**src/design/paint_pixel_blender_assert.svh**
```systemverilog
// ----------------------------------------------------------------------------
// Paint pixel blender assertion macros
// Shared property forms for the blender's concurrent checks. Each macro
// samples on clk and is disabled while rst_n is low.
// ----------------------------------------------------------------------------
`ifndef PAINT_PIXEL_BLENDER_ASSERT_SVH
`define PAINT_PIXEL_BLENDER_ASSERT_SVH

// Same-cycle implication
`define PPB_ASSERT_NOW(label, ante, cons, msg) \
    label: assert property (@(posedge clk) disable iff (!rst_n) (ante) |-> (cons)) \
        else $error(msg);

// Next-cycle implication
`define PPB_ASSERT_NEXT(label, ante, cons, msg) \
    label: assert property (@(posedge clk) disable iff (!rst_n) (ante) |=> (cons)) \
        else $error(msg);

`endif

```
**src/design/ppb_pkg.sv**
```systemverilog
// ----------------------------------------------------------------------------
// Paint pixel blender package
// Word types, blend mode codes and the default queue depth shared by the
// front end, the back end and the top level.
// ----------------------------------------------------------------------------
package ppb_pkg;

    // Blend mode codes
    localparam logic [1:0] MODE_MIX      = 2'd0;
    localparam logic [1:0] MODE_BRIGHTEN = 2'd1;
    localparam logic [1:0] MODE_DARKEN   = 2'd2;
    localparam logic [1:0] MODE_ERASE    = 2'd3;

    // Default depth of the job queue between front and back
    localparam int QUEUE_DEPTH = 2;

    // Input word: paint pixel and canvas pixel
    typedef struct packed {
        logic [7:0] paint_red;
        logic [7:0] paint_green;
        logic [7:0] paint_blue;
        logic [7:0] paint_alpha;
        logic [7:0] canvas_red;
        logic [7:0] canvas_green;
        logic [7:0] canvas_blue;
        logic [7:0] canvas_alpha;
    } pix_word_t;

    // Output word: blended pixel
    typedef struct packed {
        logic [7:0] out_red;
        logic [7:0] out_green;
        logic [7:0] out_blue;
        logic [7:0] out_alpha;
    } res_word_t;

    // Classified job handed from front to back
    typedef struct packed {
        logic [7:0] src_red;
        logic [7:0] src_green;
        logic [7:0] src_blue;
        logic [7:0] weight;
        logic [7:0] dst_red;
        logic [7:0] dst_green;
        logic [7:0] dst_blue;
        logic [7:0] alpha;
        logic [1:0] mode;
        logic       use_last;
    } job_t;

endpackage

```
**src/design/ppb_front.sv**
```systemverilog
// ----------------------------------------------------------------------------
// Paint pixel blender front end
// Accepts input words, works out the output alpha and whether the stored
// colour replaces the canvas colour, and queues the resulting jobs.
// ----------------------------------------------------------------------------
module ppb_front #(
    parameter int DEPTH = ppb_pkg::QUEUE_DEPTH
) (
    input  logic              clk,
    input  logic              rst_n,
    input  logic [1:0]        mode,
    input  logic              pix_valid,
    output logic              pix_ready,
    input  ppb_pkg::pix_word_t pix,
    output logic              job_valid,
    input  logic              job_pop,
    output ppb_pkg::job_t     job
);

    localparam int IW = (DEPTH > 1) ? $clog2(DEPTH) : 1;
    localparam int CW = $clog2(DEPTH + 1);

    ppb_pkg::job_t  q_mem [DEPTH];
    ppb_pkg::job_t  job_in;
    logic [IW-1:0]  wr_ptr_reg, wr_ptr_next;
    logic [IW-1:0]  rd_ptr_reg, rd_ptr_next;
    logic [CW-1:0]  count_reg, count_next;
    logic [8:0]     alpha_sum;
    logic           push;
    logic           pop;

    // Classify the incoming word
    always_comb
    begin
        alpha_sum          = {1'b0, pix.paint_alpha} + {1'b0, pix.canvas_alpha};
        job_in.src_red     = pix.paint_red;
        job_in.src_green   = pix.paint_green;
        job_in.src_blue    = pix.paint_blue;
        job_in.weight      = pix.paint_alpha;
        job_in.dst_red     = pix.canvas_red;
        job_in.dst_green   = pix.canvas_green;
        job_in.dst_blue    = pix.canvas_blue;
        job_in.mode        = mode;
        if (mode == ppb_pkg::MODE_ERASE)
        begin
            job_in.use_last = 1'b0;
            job_in.alpha    = (pix.canvas_alpha < pix.paint_alpha) ? 8'd0
                            : pix.canvas_alpha - pix.paint_alpha;
        end
        else
        begin
            job_in.use_last = (pix.canvas_alpha == 8'd0);
            job_in.alpha    = alpha_sum[8] ? 8'd255 : alpha_sum[7:0];
        end
    end

    // Queue handshake
    assign pix_ready = (count_reg != CW'(DEPTH));
    assign push      = pix_valid && pix_ready;
    assign job_valid = (count_reg != '0);
    assign pop       = job_pop && job_valid;
    assign job       = q_mem[rd_ptr_reg];

    // Advance pointers and count
    always_comb
    begin
        wr_ptr_next = wr_ptr_reg;
        rd_ptr_next = rd_ptr_reg;
        count_next  = count_reg;
        if (push)
        begin
            wr_ptr_next = (wr_ptr_reg == IW'(DEPTH - 1)) ? '0 : wr_ptr_reg + 1'b1;
        end
        if (pop)
        begin
            rd_ptr_next = (rd_ptr_reg == IW'(DEPTH - 1)) ? '0 : rd_ptr_reg + 1'b1;
        end
        if (push && !pop)
        begin
            count_next = count_reg + 1'b1;
        end
        else if (pop && !push)
        begin
            count_next = count_reg - 1'b1;
        end
    end

    always_ff @(posedge clk or negedge rst_n)
    begin
        if (!rst_n)
        begin
            wr_ptr_reg <= '0;
            rd_ptr_reg <= '0;
            count_reg  <= '0;
        end
        else
        begin
            wr_ptr_reg <= wr_ptr_next;
            rd_ptr_reg <= rd_ptr_next;
            count_reg  <= count_next;
        end
    end

    // Store the job word
    always_ff @(posedge clk)
    begin
        if (push)
        begin
            q_mem[wr_ptr_reg] <= job_in;
        end
    end

endmodule

```
**src/design/ppb_back.sv**
```systemverilog
// ----------------------------------------------------------------------------
// Paint pixel blender back end
// Takes one job at a time and passes its three colour channels in turn
// through a shared multiply and divide-by-255 pipeline, keeps the colour of
// the last result and holds the result word until it is taken.
// ----------------------------------------------------------------------------
module ppb_back (
    input  logic               clk,
    input  logic               rst_n,
    input  logic               job_valid,
    output logic               job_pop,
    input  ppb_pkg::job_t      job,
    output logic               res_valid,
    input  logic               res_ready,
    output ppb_pkg::res_word_t res
);

    `include "paint_pixel_blender_assert.svh"

    localparam logic [1:0] ST_IDLE  = 2'd0;
    localparam logic [1:0] ST_ISSUE = 2'd1;
    localparam logic [1:0] ST_DRAIN = 2'd2;

    localparam logic [1:0] CH_RED   = 2'd0;
    localparam logic [1:0] CH_GREEN = 2'd1;
    localparam logic [1:0] CH_BLUE  = 2'd2;

    // Truncating divide by 255 for values below 2^24: estimate by shifts,
    // then correct the remainder with at most three subtractions
    function automatic logic [16:0] div255(input logic [23:0] x);
        logic [16:0] est;
        logic [24:0] prod;
        logic [9:0]  rem;
        est  = {1'b0, x[23:8]} + {9'b0, x[23:16]};
        prod = {est, 8'b0} - {8'b0, est};
        rem  = 10'({1'b0, x} - prod);
        for (int i = 0; i < 3; i++)
        begin
            if (rem >= 10'd255)
            begin
                rem = rem - 10'd255;
                est = est + 17'd1;
            end
        end
        return est;
    endfunction

    logic [1:0]         state_reg, state_next;
    logic [1:0]         cnt_reg, cnt_next;
    ppb_pkg::job_t      cur_reg;
    logic [7:0]         last_red_reg, last_green_reg, last_blue_reg;
    logic               res_valid_reg, res_valid_next;
    ppb_pkg::res_word_t res_reg;

    logic               v1_reg, v2_reg, v3_reg;
    logic [1:0]         ch1_reg, ch2_reg, ch3_reg;
    logic [15:0]        m1_reg, m2_1_reg, m2_2_reg, m2_3_reg;
    logic [23:0]        t2_reg;
    logic [15:0]        u3_reg;

    logic               darken, erase;
    logic [7:0]         s_sel, d_raw, last_sel, d_sel, w_sel, mul_b;
    logic [15:0]        m1_a, m2_a;
    logic [23:0]        t_b;
    logic [16:0]        q_c;
    logic [15:0]        u_c;
    logic [16:0]        sum_d, q_d;
    logic [7:0]         v_d;
    logic               final_d;

    assign darken = (cur_reg.mode == ppb_pkg::MODE_DARKEN);
    assign erase  = (cur_reg.mode == ppb_pkg::MODE_ERASE);

    // Pick the channel to issue
    always_comb
    begin
        unique case (cnt_reg)
            CH_RED:
            begin
                s_sel    = cur_reg.src_red;
                d_raw    = cur_reg.dst_red;
                last_sel = last_red_reg;
            end
            CH_GREEN:
            begin
                s_sel    = cur_reg.src_green;
                d_raw    = cur_reg.dst_green;
                last_sel = last_green_reg;
            end
            CH_BLUE:
            begin
                s_sel    = cur_reg.src_blue;
                d_raw    = cur_reg.dst_blue;
                last_sel = last_blue_reg;
            end
            default:
            begin
                s_sel    = 8'd0;
                d_raw    = 8'd0;
                last_sel = 8'd0;
            end
        endcase
    end

    // Stage one: source and canvas products
    always_comb
    begin
        d_sel = cur_reg.use_last ? last_sel : d_raw;
        w_sel = (cur_reg.mode == ppb_pkg::MODE_MIX || darken)
              ? 8'd255 - cur_reg.weight : 8'd255;
        mul_b = darken ? d_sel : cur_reg.weight;
        m1_a  = erase ? 16'd0 : {8'd0, s_sel} * {8'd0, mul_b};
        m2_a  = {8'd0, d_sel} * {8'd0, w_sel};
    end

    // Stage two: weight the multiply term in darken
    assign t_b = darken ? {8'd0, m1_reg} * {16'd0, cur_reg.weight} : {8'd0, m1_reg};

    // Stage three: first divide in darken
    assign q_c = div255(t2_reg);
    assign u_c = darken ? q_c[15:0] : t2_reg[15:0];

    // Final stage: sum, divide and saturate
    always_comb
    begin
        sum_d   = {1'b0, u3_reg} + {1'b0, m2_3_reg};
        q_d     = div255({7'd0, sum_d});
        v_d     = (q_d > 17'd255) ? 8'd255 : q_d[7:0];
        final_d = v3_reg && (ch3_reg == CH_BLUE);
    end

    // Sequencer
    assign job_pop = (state_reg == ST_IDLE) && job_valid && (!res_valid_reg || res_ready);

    always_comb
    begin
        state_next = state_reg;
        cnt_next   = cnt_reg;
        unique case (state_reg)
            ST_IDLE:
            begin
                if (job_pop)
                begin
                    state_next = ST_ISSUE;
                    cnt_next   = CH_RED;
                end
            end
            ST_ISSUE:
            begin
                cnt_next = cnt_reg + 1'b1;
                if (cnt_reg == CH_BLUE)
                begin
                    state_next = ST_DRAIN;
                end
            end
            ST_DRAIN:
            begin
                if (final_d)
                begin
                    state_next = ST_IDLE;
                end
            end
            default:
            begin
                state_next = ST_IDLE;
            end
        endcase
    end

    // Hold the result word until taken
    always_comb
    begin
        res_valid_next = res_valid_reg;
        if (final_d)
        begin
            res_valid_next = 1'b1;
        end
        else if (res_ready)
        begin
            res_valid_next = 1'b0;
        end
    end

    always_ff @(posedge clk or negedge rst_n)
    begin
        if (!rst_n)
        begin
            state_reg      <= ST_IDLE;
            cnt_reg        <= CH_RED;
            res_valid_reg  <= 1'b0;
            v1_reg         <= 1'b0;
            v2_reg         <= 1'b0;
            v3_reg         <= 1'b0;
            last_red_reg   <= 8'd0;
            last_green_reg <= 8'd0;
            last_blue_reg  <= 8'd0;
        end
        else
        begin
            state_reg     <= state_next;
            cnt_reg       <= cnt_next;
            res_valid_reg <= res_valid_next;
            v1_reg        <= (state_reg == ST_ISSUE);
            v2_reg        <= v1_reg;
            v3_reg        <= v2_reg;
            if (v3_reg)
            begin
                unique case (ch3_reg)
                    CH_RED:   last_red_reg   <= v_d;
                    CH_GREEN: last_green_reg <= v_d;
                    CH_BLUE:  last_blue_reg  <= v_d;
                    default:  last_red_reg   <= last_red_reg;
                endcase
            end
        end
    end

    // Advance the channel pipeline and capture the job
    always_ff @(posedge clk)
    begin
        if (job_pop)
        begin
            cur_reg <= job;
        end
        ch1_reg  <= cnt_reg;
        m1_reg   <= m1_a;
        m2_1_reg <= m2_a;
        ch2_reg  <= ch1_reg;
        t2_reg   <= t_b;
        m2_2_reg <= m2_1_reg;
        ch3_reg  <= ch2_reg;
        u3_reg   <= u_c;
        m2_3_reg <= m2_2_reg;
        if (v3_reg)
        begin
            unique case (ch3_reg)
                CH_RED:   res_reg.out_red   <= v_d;
                CH_GREEN: res_reg.out_green <= v_d;
                CH_BLUE:
                begin
                    res_reg.out_blue  <= v_d;
                    res_reg.out_alpha <= cur_reg.alpha;
                end
                default:  res_reg.out_red   <= res_reg.out_red;
            endcase
        end
    end

    assign res_valid = res_valid_reg;
    assign res       = res_reg;

    // Checks
    `PPB_ASSERT_NOW(a_idle_drained, state_reg == ST_IDLE, !(v1_reg || v2_reg || v3_reg), "channel in flight while idle")
    `PPB_ASSERT_NOW(a_issue_out_free, state_reg == ST_ISSUE, !res_valid_reg, "result word still held while issuing")
    `PPB_ASSERT_NOW(a_final_out_free, final_d, !res_valid_reg, "last channel lands on a held result word")
    `PPB_ASSERT_NEXT(a_final_shown, final_d, res_valid_reg && state_reg == ST_IDLE, "finished item not shown")

endmodule

```
**src/design/paint_pixel_blender.sv**
```systemverilog
// ----------------------------------------------------------------------------
// Paint pixel blender
// Blends a paint pixel into a canvas pixel in one of four modes.
// ----------------------------------------------------------------------------
// One word in gives one blended word out, in order. The three colour
// channels are issued one per cycle into a single multiply and
// divide-by-255 pipeline, and the next item starts only once the blue
// channel has left it, because an item with an empty canvas reads the
// colour of the one before. Up to QUEUE_DEPTH words are accepted ahead
// while the back end is busy or the result waits. The blend mode register
// may be written only while the block is idle; its value is sampled when a
// word is accepted.
module paint_pixel_blender #(
    parameter int QUEUE_DEPTH = ppb_pkg::QUEUE_DEPTH
) (
    input  logic               clk,
    input  logic               rst_n,
    input  logic               cfg_we,
    input  logic [1:0]         cfg_data,
    input  logic               pix_valid,
    output logic               pix_ready,
    input  ppb_pkg::pix_word_t pix,
    output logic               res_valid,
    input  logic               res_ready,
    output ppb_pkg::res_word_t res
);

    logic [1:0]    mode_reg;
    logic          job_valid;
    logic          job_pop;
    ppb_pkg::job_t job;

    // Blend mode register
    always_ff @(posedge clk or negedge rst_n)
    begin
        if (!rst_n)
        begin
            mode_reg <= ppb_pkg::MODE_MIX;
        end
        else if (cfg_we)
        begin
            mode_reg <= cfg_data;
        end
    end

    ppb_front #(
        .DEPTH (QUEUE_DEPTH)
    ) u_front (
        .clk       (clk),
        .rst_n     (rst_n),
        .mode      (mode_reg),
        .pix_valid (pix_valid),
        .pix_ready (pix_ready),
        .pix       (pix),
        .job_valid (job_valid),
        .job_pop   (job_pop),
        .job       (job)
    );

    ppb_back u_back (
        .clk       (clk),
        .rst_n     (rst_n),
        .job_valid (job_valid),
        .job_pop   (job_pop),
        .job       (job),
        .res_valid (res_valid),
        .res_ready (res_ready),
        .res       (res)
    );

endmodule

```
**config.mk**
```make
export PLATFORM = sky130hd
export DESIGN_NAME = paint_pixel_blender
export DESIGN_NICKNAME = d
export VERILOG_FILES = /design/src/design/ppb_pkg.sv /design/src/design/ppb_front.sv /design/src/design/ppb_back.sv /design/src/design/paint_pixel_blender.sv
export VERILOG_INCLUDE_DIRS = /design/src /design/src/design
export SDC_FILE = /design/constraint.sdc
export NUM_CORES = 1
export LEC_CHECK = 0
export BUFFER_PORTS_ARGS = -buffer_cell sky130_fd_sc_hd__buf_2
export CAP_MARGIN = 20
export CORE_UTILIZATION = 30
export CTS_CLUSTER_SIZE = 20
export DETAILED_ROUTE_END_ITERATION = 8
export SYNTH_ARGS = -nofsm -noshare
export SYNTH_HDL_FRONTEND = slang
export SYNTH_SLANG_ARGS = --single-unit
```
**constraint.sdc**
```tcl
create_clock -name clk -period 25.9 [get_ports clk]
set_input_delay 0 -clock clk [delete_from_list [all_inputs] [get_ports clk]]
set_output_delay 0 -clock clk [all_outputs]
set_load 0.01 [all_outputs]
```
==> results of run 1 <==
==> final timing paths <==
check | startpoint | endpoint | slack, ns | cells after the start
setup / recovery | u_back.u3_reg[0]$_DFF_P_ | u_back.res[10]$_DFFE_PP_ | 15.35 | 33
hold / removal | pix[0] | u_front.q_mem[1][3]$_DFFE_PP_ | 0.03 | 4
setup reg to reg | u_back.u3_reg[0]$_DFF_P_ | u_back.res[10]$_DFFE_PP_ | 15.35 | 33
hold reg to reg | u_back.m2_1_reg[11]$_DFF_P_ | u_back.m2_2_reg[11]$_DFF_P_ | 0.32 | 0
max in group asynchronous | rst_n | u_front.rd_ptr_reg$_DFFE_PN0P_ | 25.12 | 2
min in group asynchronous | rst_n | u_front.wr_ptr_reg$_DFFE_PN0P_ | 0.12 | 2
==> per-layer routing <==
metal	track usage, %	up-vias	routed length, um
li1	-	9313	-
met1	18.0	9186	28500
met2	22.1	336	28400
met3	1.62	95	2090
met4	4.76	0	1610
met5	0	-	0
==> kinds of logic (layout without fill, tap and decap cells) <==
kind of cell	count (synthesis)	after routing
and+or+nand+nor	823	823
AOI/OAI and AO/OA	429	429
DFF	381	381
buffers and inverters	378	552
adders and majority gates	365	365
xor gates and xnor gates	169	169
muxes	85	85
other	0	1
==> metrics by stage <==
stage	hold slack [ns]	util [%]	instance area, um^2	instances	setup slack (ns)
finish	0.0293	34.7	30600	3970	15.35
global placement	0.187	32.3	28500	3828	15.86
CTS	0.0216	34.7	30600	3969	15.43
floorplan	-0.296	-	26800	2630	17.00
detailed placement	0.191	32.3	28500	3828	15.51
global route	0.0260	34.7	30600	3970	14.42
==> worst max-delay path: cells and delay by family, from the launching register on <==
kind / cells / cell delay, ns
buffers and inverters: 5 / 0.99
flip-flops: 1 / 0.31
AND/OR/NAND/NOR: 6 / 2.10
XOR/XNOR: 3 / 1.13
adder cells (fa/ha/maj): 6 / 1.88
AO/OA/AOI/OAI: 12 / 3.50
multiplexers: 1 / 0.31
==> placed cells by master (no fill, tap or decap), types with 13 or more instances in the layout <==
cell	synthesis	layout
buf_4	3	23
inv_1	282	282
a22oi_1	17	17
nor2_1	204	203
xnor2_1	113	113
nand2_1	265	265
a21oi_1	87	87
mux2_2	76	76
a31oi_1	50	50
o21a_1	14	14
nor3_1	40	40
o21ai_0	92	92
dfrtp_1	38	37
o21bai_1	21	21
nor2b_1	25	25
o211ai_1	19	19
dlygate4sd3_1	0	66
nand3_1	47	47
xor2_1	53	53
and3_1	20	19
buf_2	8	104
and2_1	71	71
clkbuf_16	0	43
fa_1	160	160
a21o_1	20	20
o31ai_1	13	13
nand2b_1	44	43
dfxtp_1	110	110
edfxtp_1	233	233
ha_1	205	205
==> area by class of cell <==
class | instances | area, um^2 | area share [%]
Clock inverter | 22 | 292 | 0.952
Inverter | 284 | 1070 | 3.48
Multi-Input combinational cell | 1871 | 15200 | 49.5
Tap cell | 1165 | 1460 | 4.76
Sequential cell | 381 | 10200 | 33.1
Clock buffer | 53 | 1150 | 3.77
Antenna cell | 1 | 2.50 | 0.00817
Timing Repair Buffer | 193 | 1350 | 4.42
==> timing repair <==
| item | 4_1_cts | 5_1_grt |
|---|---|---|
| endpoints found under the hold margin | 171 | 0 |
| setup endpoints to repair | 0 | 0 |
| hold buffers | 66 | 0 |
==> flow_summary.ini, run 1 <==
[layout]
synthToLayoutAreaGrowth_pct = 14.5
nNetsFinal = 3209
fill_cells = 8958
drive_gt1_share_pct = 11.7
largest_reg_flops = 134

[setup_path]
critPathKind = reg2reg
cp.required_ns = 26.19
end_kind = register
crit_arrival_ns = 10.84
cp-start-kind = register
path_max_fanout = 29
worst_path_most_repeated_cell = ha_1
crit_slowest_cell = xnor2_1
slowest_delay_ns = 0.75

[synthesis]
synth_area_leaders = edfxtp_1 (26%), fa_1 (12%), ha_1 (9.6%)
synth_top_cell_by_area = edfxtp_1
synth_compound_area_share_pct = 10.7
synthArstFlopShare_pct = 9.97
synth_top_family_by_area = adder cells
syn_nets = 3066
synth-seq-cells = 381
synth_cells = 2630
synth_ff_type = edfxtp_1
synth_warnings = 0
yosysSeqAreaShare_pct = 37.9
post-synth-top-area-fraction_pct = 26.2
synthAdderAreaFrac_pct = 21.6
synth_commonest_cells = inv_1 (282), nand2_1 (265), edfxtp_1 (233), ha_1 (205), nor2_1 (204)
netlist_area_um2 = 26800
synthMuxAreaShare_pct = 3.57
synth_edf_count = 233
postSynthAreaPerCell_um2 = 10.2
synth-xor-area-share_pct = 5.62
yosysMostFrequentCell = inv_1
synthDistinctLibCells = 97
synthSimpleGateAreaFrac_pct = 15.1

[clock_tree]
h-tree-depth = 2
numCtsBuffers = 42
cts_tree = done
post_cts_resized = 0
clk_pin_slew_ns = 0.06
clock_sinks = 381
clockRootBuffer = clkbuf_16
clk_latency_ns = 0.60
post_cts_buffers = 0
cts_max_path_buffers = 3

[timing]
fmax_mhz = 94.8
finClkSkew_ns = 0.0320
slew_headroom_pct = 34.3
hold_viol_final = 0
post-route-min-period_ns = 10.55
finalSetupViolations = 0
rsz0062_at_grt = false
tightest_slew_ns = 0.986
setup-tns-final_ns = 0
finalCritPeriodShare_pct = 40.7
slew_violations = 0

[route]
drt-initial-drc-count = 1159
drc = 0
wirelength_um = 60600
viasPerCell = 4.77
antenna_left = 0
wire_per_inst_um = 15.3
firstDrtPassIters = 5
vias = 18930

[place]
dp_hpwl_um = 45000
routabilityCongestion = 0.859
io_buffers = 104

[floorplan]
dieHeight_um = 301
dieArea_um2 = 90400
initial_core_util_pct = 30.3
rows = 109
io_pins = 105
die_width_um = 301
core_um2 = 88400

[flow_run]
maxCapViolCount = 0

[grt]
grt_max_degree = 72
antenna_found_initial = 1
grt_pass1_wl_um = 98500
grtUsageTotal_pct = 13.4
grt_pass1_vias = 19202
grt-ovfl-total = 0

[outcome]
status = completed

[worst_hold_path]
hold_path.class = in2reg
Power of run 1 is left out: the tool's default activity adds up to more than one toggle a clock period on the data nets, which glitch-free logic cannot reach.
==> run 2, diff against run 1 <==
Clock period 25.9 ns to 10.7 ns, I/O delays scaled along.
==> run 2 against run 1 <==
- design area up 0.14%
- fmax is 9.7% higher
- first-iteration DRC count decreased by 0.26%
- worst setup slack got worse by 14 ns
- die area did not move
- global-route usage decreased by 0.16 points
- clock-buffer cell count grew 4
- wire length down 1.1%
- critical path depth unchanged
- non-clock buffer count up 1
- core utilization is essentially flat
- critical path type unchanged
- highest routed layer unchanged
==> flow_summary.ini, run 2 (synthesized netlist as in run 1, its figures left out) <==
[outcome]
status = completed

[setup_path]
crit_buf_inv = 5
cp.required_ns = 11.00
end_kind = register
path_max_fanout = 32
worst_path_most_repeated_cell = ha_1
critPathKind = reg2reg
crit_slowest_cell = a2111oi_0
crit_arrival_ns = 9.92
cp-start-kind = register
slowest_delay_ns = 0.54
path_delay_family = compound AO/OA/AOI/OAI gates

[layout]
fill_cells = 8964
final_cell_mix = inv_1 (282), nand2_1 (265), edfxtp_1 (233), ha_1 (205), nor2_1 (203)
diodes = 0
instances_no_fill = 3973
nNetsFinal = 3211
synthToLayoutAreaGrowth_pct = 14.7
layout_commonest_cell = inv_1
drive_gt1_share_pct = 11.7
largest_reg_flops = 134

[grt]
grt-ovfl-total = 0
grt_max_degree = 72
grt_pass1_vias = 18921
grt_pass1_wl_um = 97700
antenna_found_initial = 0
grtUsageTotal_pct = 13.2

[clock_tree]
numCtsBuffers = 43
cts_max_path_buffers = 3
post_cts_buffers = 0
clk_latency_ns = 0.58
cts_tree = done
clockRootBuffer = clkbuf_16
clock_sinks = 381
clk_pin_slew_ns = 0.07
h-tree-depth = 2

[timing]
tightest_slew_ns = 0.983
finalSetupViolations = 0
finalCritPeriodShare_pct = 89.9
slew_headroom_pct = 34.5
worst_slack_ns = 1.08
finClkSkew_ns = 0.0169
fmax_mhz = 104
slew_violations = 0
hold_viol_final = 0
post-route-min-period_ns = 9.62
rsz0062_at_grt = false
holdWs_ns = 0.0531
setup-tns-final_ns = 0

[route]
wire_per_inst_um = 15.1
drc = 0
drt-initial-drc-count = 1156
vias = 18948
antenna_left = 0
wirelength_um = 60000
firstDrtPassIters = 6
viasPerCell = 4.77

[flow_run]
maxCapViolCount = 0

[floorplan]
core_um2 = 88400
dieHeight_um = 301
initial_core_util_pct = 30.3
dieArea_um2 = 90400
die_width_um = 301
io_pins = 105
rows = 109

[place]
routabilityCongestion = 0.855
place_inst = 3829
io_buffers = 104
post-place-ws_ns = 0.646
dp_hpwl_um = 44800

[worst_hold_path]
hold_path.class = in2reg
run 2: cell types whose count changed in the layout (fill, tap and decap cells not counted), sizes merged:
cell / before / now
diode: 1 / 0
clkinv: 16 / 10
inv: 284 / 283
bufinv: 4 / 5
buf: 127 / 128
clkbuf: 53 / 57
clkinvlp: 2 / 7
run 2: layer usage:
layer / share of wire, % / vias to the layer above / GRT usage, % / wire length, um
met5: 0 / - / 0 / 0
met4: 1.8 / 0 / 3.23 / 1060
met3: 3.5 / 66 / 1.74 / 2110
met2: 48 / 355 / 22.2 / 28500
met1: 47 / 9201 / 18.0 / 28300
li1: - / 9326 / - / -
run 2: timing repair:
item | CTS | global route
endpoints found under the hold margin | 159 | 0
hold buffers | 66 | 0
gates resized for setup | 0 | 2
endpoints found under the setup margin | 0 | 48
run 2: worst paths after layout:
path / start / to / slack (ns) / cells after the start
setup / recovery: u_back.u3_reg[0]$_DFF_P_ / u_back.res[24]$_DFFE_PP_ / 1.08 / 33
min in group asynchronous: rst_n / u_front.wr_ptr_reg$_DFFE_PN0P_ / 0.11 / 2
setup reg to reg: u_back.u3_reg[0]$_DFF_P_ / u_back.res[24]$_DFFE_PP_ / 1.08 / 33
max in group asynchronous: rst_n / u_front.rd_ptr_reg$_DFFE_PN0P_ / 9.93 / 2
hold reg to reg: u_back.m2_1_reg[11]$_DFF_P_ / u_back.m2_2_reg[11]$_DFF_P_ / 0.32 / 0
hold / removal: pix[0] / u_front.q_mem[1][3]$_DFFE_PP_ / 0.05 / 4
run 2: area by class of cell:
cell class                 count  area (um^2)  area share (%)
tap                         1165         1460            4.75
inverter                     284         1070            3.48
multi-input combinational   1871        15200            49.5
clock buffer                  57         1170            3.81
sequential                   381        10200            33.1
timing repair buffer         194         1360            4.44
clock inverter                21          297           0.967
run 2: per-stage QoR:
| step | instance area [um^2] | util [%] |
|---|---|---|
| 6_report | 30700 | 34.7 |
| 5_1_grt | 30700 | 34.7 |
| 4_1_cts | 30700 | 34.7 |
| 3_5_place_dp | 28500 | 32.3 |
| 3_3_place_gp | 28500 | 32.3 |
| 2_1_floorplan | 26800 | - |
run 2: worst reg2reg max path: cells and delay by family, from the launching register on:
family,cells,cell delay [ns]
buf+inv,5,0.82
mux,1,0.22
fa+ha+maj,6,1.85
simple gates,6,1.87
compound gates,13,3.74
xor+xnor,2,0.55
flops,1,0.32
Power of run 2 is left out for the same reason.
